<file path="src/design/ppu_pkg.sv">
// Shared types and constants for the particle pool update block.
package ppu_pkg;

	localparam int POOL_SIZE = 256;
	localparam int IDX_W     = $clog2(POOL_SIZE);
	localparam int CNT_W     = $clog2(POOL_SIZE + 1);
	localparam int VAL_W     = 32;
	localparam int VAR_W     = 31;
	localparam int DRAW_W    = 16;
	localparam int FRAC_W    = 16;
	localparam int CFG_IDX_W = 2;

	// Command codes carried in the func field
	localparam logic [1:0] FUNC_EMIT = 2'd0;
	localparam logic [1:0] FUNC_TICK = 2'd1;
	localparam logic [1:0] FUNC_READ = 2'd2;

	// Configuration register indexes
	localparam logic [CFG_IDX_W-1:0] CFG_ROT_VAR = 2'd0;
	localparam logic [CFG_IDX_W-1:0] CFG_VELX_VAR = 2'd1;
	localparam logic [CFG_IDX_W-1:0] CFG_VELY_VAR = 2'd2;

	typedef struct packed {
		logic [1:0]              func;
		logic signed [VAL_W-1:0] pos_x;
		logic signed [VAL_W-1:0] pos_y;
		logic signed [VAL_W-1:0] rotation_in;
		logic signed [VAL_W-1:0] vel_x;
		logic signed [VAL_W-1:0] vel_y;
		logic [VAR_W-1:0]        lifetime;
		logic signed [DRAW_W-1:0] rand_rot;
		logic signed [DRAW_W-1:0] rand_vx;
		logic signed [DRAW_W-1:0] rand_vy;
		logic [FRAC_W-1:0]       delta_time;
		logic [7:0]              read_index;
	} cmd_item_t;

	typedef struct packed {
		logic [7:0]              slot;
		logic                    alive;
		logic signed [VAL_W-1:0] out_pos_x;
		logic signed [VAL_W-1:0] out_pos_y;
		logic signed [VAL_W-1:0] out_rotation;
		logic signed [VAL_W-1:0] out_life;
		logic [CNT_W-1:0]        live_count;
	} rsp_item_t;

	// One pool entry as kept in the particle memory
	typedef struct packed {
		logic [VAL_W-1:0] pos_x;
		logic [VAL_W-1:0] pos_y;
		logic [VAL_W-1:0] rotation;
		logic [VAL_W-1:0] vel_x;
		logic [VAL_W-1:0] vel_y;
		logic [VAL_W-1:0] life;
	} particle_t;

endpackage

</file>
<file path="src/design/ppu_mul.sv">
// Shared signed multiplier with registered Q16.16 rescale of the product.
module ppu_mul (
	input  logic                              clk,
	input  logic signed [ppu_pkg::VAL_W-1:0]  a,
	input  logic signed [ppu_pkg::FRAC_W:0]   b,
	output logic [ppu_pkg::VAL_W-1:0]         prod_q
);

	localparam int PROD_W = ppu_pkg::VAL_W + ppu_pkg::FRAC_W + 1;

	logic signed [PROD_W-1:0] prod;

	// Dropping the low fraction bits of a two's complement product floors it
	assign prod = PROD_W'(a) * PROD_W'(b);

	always_ff @(posedge clk) begin
		prod_q <= prod[ppu_pkg::FRAC_W +: ppu_pkg::VAL_W];
	end

endmodule

</file>
<file path="config.mk">
export PLATFORM = sky130hd
export DESIGN_NAME = ppu_mul
export DESIGN_NICKNAME = d
export VERILOG_FILES = /design/src/design/ppu_pkg.sv /design/src/design/ppu_mul.sv
export SDC_FILE = /design/constraint.sdc
export NUM_CORES = 1
export LEC_CHECK = 0
export BUFFER_PORTS_ARGS = -buffer_cell sky130_fd_sc_hd__buf_2
export CAP_MARGIN = 20
export CORE_ASPECT_RATIO = 0.6
export CORE_MARGIN = 5
export CORE_UTILIZATION = 50
export DETAILED_ROUTE_END_ITERATION = 10
export PLACE_DENSITY = 0.69
export SETUP_SLACK_MARGIN = 0.15
export SYNTH_ARGS = -nofsm -noshare
export SYNTH_HDL_FRONTEND = slang
export SYNTH_SLANG_ARGS = --single-unit
</file>
<file path="constraint.sdc">
create_clock -name clk -period 6.9 [get_ports clk]
set_input_delay 1.035 -clock clk [delete_from_list [all_inputs] [get_ports clk]]
set_output_delay 1.035 -clock clk [all_outputs]
set_load 0.03 [all_outputs]
</file>
==> flow_summary.ini, run 1 <==
[placed_design]
port_buffers = 81
pre_cts_ws_ps = -526
hpwl_um = 45700
place_congestion = 0.946

[floorplanning]
die_y_um = 159
fp.dieW_um = 258
ios = 82
initial_core_util_pct = 50.7
coreArea_um2 = 36300
dieArea_um2 = 40900
rows = 54

[timing]
fin_crit_sh_pct = 98.5
finalCriticalPeriod_ps = 6800
layout_setup_ws_ps = 104
drv_slew = 0
rsz0062_at_grt = true
slew_headroom_pct = 69.3
worst_pin_slew_ps = 460
fmax_ghz = 0.147
finalSetupViolCount = 0
hold_viol = 0

[critical_path]
cp-startpoint = b[7]
cp.arrival_ps = 6990
crit_path_start_kind = input pin
worst_setup_path_end_kind = register
cp_max_fo = 11
critical_path.endpoint = prod_q[30]
path_class = input pin to register
required_ps = 7100

[finish]
syn2layout_area_growth_pct = 16.8
reg_top3 = prod_q: 32 flops
utilization_pct = 59.2
regMostFlops = prod_q
nFillCells = 3116
antenna_cells = 0
seq_area_um2 = 641
largest_reg_flops = 32
nets = 2864
multi_input_area_um2 = 15900
drive_above_1_share_pct = 17.5

[synthesis]
synth_top_area_share_pct = 55.9
ys_ff_latch = 32
ys_seq_area_share_pct = 3.48
async_reset_ff_share_pct = 0
syn_area_um2 = 18400
synth_flop_cell = dfxtp_1
synth-edff-count = 0
syn_nets = 2648
yosysWarnings = 0
ys_types = 42
synth_area_leaders = fa_1, inv_1, and2_1
avgSynthCellArea_um2 = 9.33
synth_top_area_cell = fa_1
syn_inst = 1975

[drt]
dr.pass1.iters = 7
drt_iter0_markers = 1131
wl_um = 53000
vias = 13800
antenna_left = 0
drc_errors = 0
wl_per_cell_um = 19.9
via_per_inst = 5.17

[clocking]
clockBufferDepth = 2
cts_buffers = 5
cts.htree.levels = 2
root_buffer = clkbuf_16
cts_sinks = 32
cts_hold_buffers = 0
clkTransAtPathRegs_ps = 70
cts_tree = done

[grt]
antenna_found_initial = 3
grt_overflow = 0
grt_pass1_vias = 15103
grt_max_degree = 23
grt_first_pass_wirelength_um = 84900
grtUsageTotal_pct = 26.9

[min_path]
min_path_type = register to output pin

[run]
maxCapViolCount = 0

[status]
outcome = complete, no violations
[how the worst min path moves through the flow]
stage / end / from / slack [ps] / depth (start not counted)
floorplan: prod_q[0] / prod_q[0] / 1410 / 0
global placement: prod_q[24] / prod_q[24] / 1470 / 1
detailed placement: prod_q[9] / prod_q[9] / 1470 / 1
CTS: prod_q[24] / prod_q[24] / 1810 / 1
global route: prod_q[25] / prod_q[25] / 1810 / 1
finish: prod_q[24] / prod_q[24] / 1790 / 1
[critical path: stages]
cell and delay [ps]:
buf_8 110, buf_6 120, buf_12 130, and2_4 130, fa_1 490, inv_2 40
fa_1 490, inv_2 40, fa_1 500, fa_1 520, fa_1 520, inv_1 50
fa_1 480, inv_2 50, ha_4 200, a211o_1 330, o21bai_4 190, a41oi_2 220
nor2_2 100, a221oi_2 250, buf_4 180, nor2_4 50, o221a_4 230, a21o_4 240
a31oi_4 190, o221ai_2 110
[cell usage after synthesis, types with 2 or more instances]
cell type,number
a21oi_2,3
fa_1,514
nand2_1,294
o21bai_1,10
xor2_1,12
a211oi_1,4
inv_1,498
o21ai_0,18
ha_1,109
and3_1,2
nor3_1,3
clkbuf_1,84
a21oi_1,30
a21o_1,8
dfxtp_1,32
o31ai_1,2
and2_1,233
or3_1,2
nand2b_1,15
o211ai_1,3
xnor2_1,32
a211o_1,2
nand3_1,8
nand4_1,4
nor2_1,36
[metrics by stage]
stage / cells / cell area (um2) / hold slack [ps] / TNS (ps)
floorplan: 1975 / 18400 / 1410 / 0
global placement: 2642 / 20600 / 1470 / -3700
detailed placement: 2642 / 20600 / 1470 / -5200
CTS: 2655 / 21000 / 1810 / 0
global route: 2668 / 21500 / 1810 / -27.2
finish: 2668 / 21500 / 1790 / 0
[cells by family after synthesis]
family	synth area share [%]
fa+ha+maj	63.3
xor+xnor	2.09
compound gates	3.39
simple gates	15.9
buf+inv	11.9
flops	3.48
[cell type report]
| cell class | instances | share of cell area (%) |
|---|---|---|
| Clock buffer | 6 | 0.599 |
| Clock inverter | 2 | 0.163 |
| Tap cell | 476 | 2.77 |
| Inverter | 498 | 8.71 |
| Multi-Input combinational cell | 1361 | 74.1 |
| Timing Repair Buffer | 293 | 10.7 |
| Sequential cell | 32 | 2.98 |
[timing repair]
item,4_1_cts,5_1_grt
setup buffers,5,11
setup endpoints to repair,15,18
pin swaps,13,64
cloned,0,2
resized for setup,33,122
[cell usage in the layout (no fill, tap or decap), types with 10 or more instances in the layout]
master,synthesis,layout
fa_2,0,25
a21oi_1,30,27
buf_12,0,10
fa_1,514,489
dfxtp_1,32,32
xnor2_1,32,32
o21ai_0,18,14
nand2_1,294,292
nor2_1,36,32
ha_1,109,101
buf_4,0,191
inv_1,498,489
xor2_1,12,12
buf_6,0,22
and2_1,233,225
nand2b_1,15,15
buf_2,0,63
[metal layers]
layer	share of wire (%)	track usage [%]
met1	46	41.1
met2	40	37.1
met3	13	11.3
met4	1.1	2.92
met5	0.077	0
Power of run 1 is left out: the tool's default activity adds up to more than one toggle a clock period on the data nets, which glitch-free logic cannot reach.
==> run 2, diff against run 1 <==
- BUFFER_PORTS_ARGS: -buffer_cell sky130_fd_sc_hd__buf_2 -> -buffer_cell sky130_fd_sc_hd__buf_4
==> flow_summary.ini, run 2 (synthesized netlist as in run 1, its figures left out) <==
[floorplanning]
rows = 54
initial_core_util_pct = 50.7
fp.dieW_um = 258
coreArea_um2 = 36300
ios = 82
die_y_um = 159
dieArea_um2 = 40900

[critical_path]
worst_setup_path_end_kind = register
required_ps = 7110
cp.arrival_ps = 6980
crit_path_start_kind = input pin
path_class = input pin to register
cp_max_fo = 12

[run]
maxCapViolCount = 0

[clocking]
cts_sinks = 32
clkTransAtPathRegs_ps = 80
cts_buffers = 5
clockBufferDepth = 2
root_buffer = clkbuf_16
cts.htree.levels = 2
cts_tree = done
cts_hold_buffers = 0

[finish]
reg_top3 = prod_q: 32 flops
nets = 2822
fin_cells = 2626
final_common_cell = inv_1
regMostFlops = prod_q
antenna_cells = 0
drive_above_1_share_pct = 15.4
syn2layout_area_growth_pct = 15.6
largest_reg_flops = 32
final_cell_mix = inv_1, fa_1, nand2_1
nFillCells = 3143
final_cell_area_um2 = 21300

[timing]
slew_headroom_pct = 49.0
finalSetupViolCount = 0
hold_viol = 0
rsz0062_at_grt = true
finalCriticalPeriod_ps = 6770
worst_pin_slew_ps = 761
fmax_ghz = 0.148
drv_slew = 0
layout_setup_ws_ps = 127
fin_crit_sh_pct = 98.2

[min_path]
min_path_type = input pin to register

[drt]
vias = 13666
wl_um = 52300
dr.pass1.iters = 5
drc_errors = 0
drt_iter0_markers = 1153
wl_per_cell_um = 19.9
antenna_left = 0
via_per_inst = 5.20

[grt]
antenna_found_initial = 1
grt_first_pass_wirelength_um = 83400
grt_max_degree = 32
grtUsageTotal_pct = 26.6
grt_pass1_vias = 15127
grt_overflow = 0

[placed_design]
place_congestion = 1.02
pre_cts_ws_ps = -397
place_area_um2 = 20600
placed_cells = 2610
hpwl_um = 44400
port_buffers = 81

[status]
outcome = complete, no violations
run 2: cell types whose count changed in the layout (fill, tap and decap cells not counted), sizes merged:
cell / delta
bufbuf: +1
clkbuf: -5
buf: -38
run 2: cell type report:
type,instances,area (um2),share of cell area [%]
clock inverters,2,35.0,0.164
multi-input cells,1361,15900,74.8
clock buffers,6,129,0.605
flip-flops and latches,32,641,3.01
inverters,498,1870,8.79
repair buffers,251,2100,9.87
well taps,476,596,2.80
run 2: critical path, cell delays in order:
cell	delay, ps
buf_6	140
and2_1	170
fa_1	520
inv_2	40
fa_1	490
fa_1	520
inv_1	60
fa_1	460
fa_1	490
fa_1	580
ha_4	220
a211o_1	250
a2111o_1	430
a21oi_4	220
o21ai_2	110
a221oi_2	240
buf_4	180
nor2_2	50
o221a_4	240
a21o_4	240
a31oi_4	190
o221ai_2	100
run 2: metrics by stage:
| stage | util [%] | TNS, ps | hold WS [ps] |
|---|---|---|---|
| detailed placement | 56.7 | -3120 | 1460 |
| CTS | 57.6 | 0 | 1740 |
| global route | 58.6 | 0 | 1810 |
| finish | 58.6 | 0 | 1740 |
| floorplan | - | 0 | 1410 |
| global placement | 56.7 | -1440 | 1460 |
run 2: worst paths after layout:
kind	cells after the start	slack [ps]	startpoint	endpoint
setup / recovery	22	130	b[6]	prod_q[30]
hold / removal	8	1740	a[31]	prod_q[31]
run 2: layer usage:
metal / share of wire [%] / GRT usage [%] / routed length, um
met5: 0.038 / 0 / 20
met3: 12 / 9.86 / 6310
met2: 41 / 37.3 / 21400
met4: 1.2 / 4.65 / 648
met1: 46 / 40.2 / 23900
run 2: timing repair:
item                       in CTS  in global routing
gates cloned                    1                  0
setup buffers                   1                  6
setup endpoints to repair       7                 16
resized for setup              23                 78
pin swaps                      20                 52
Power of run 2 is left out for the same reason.
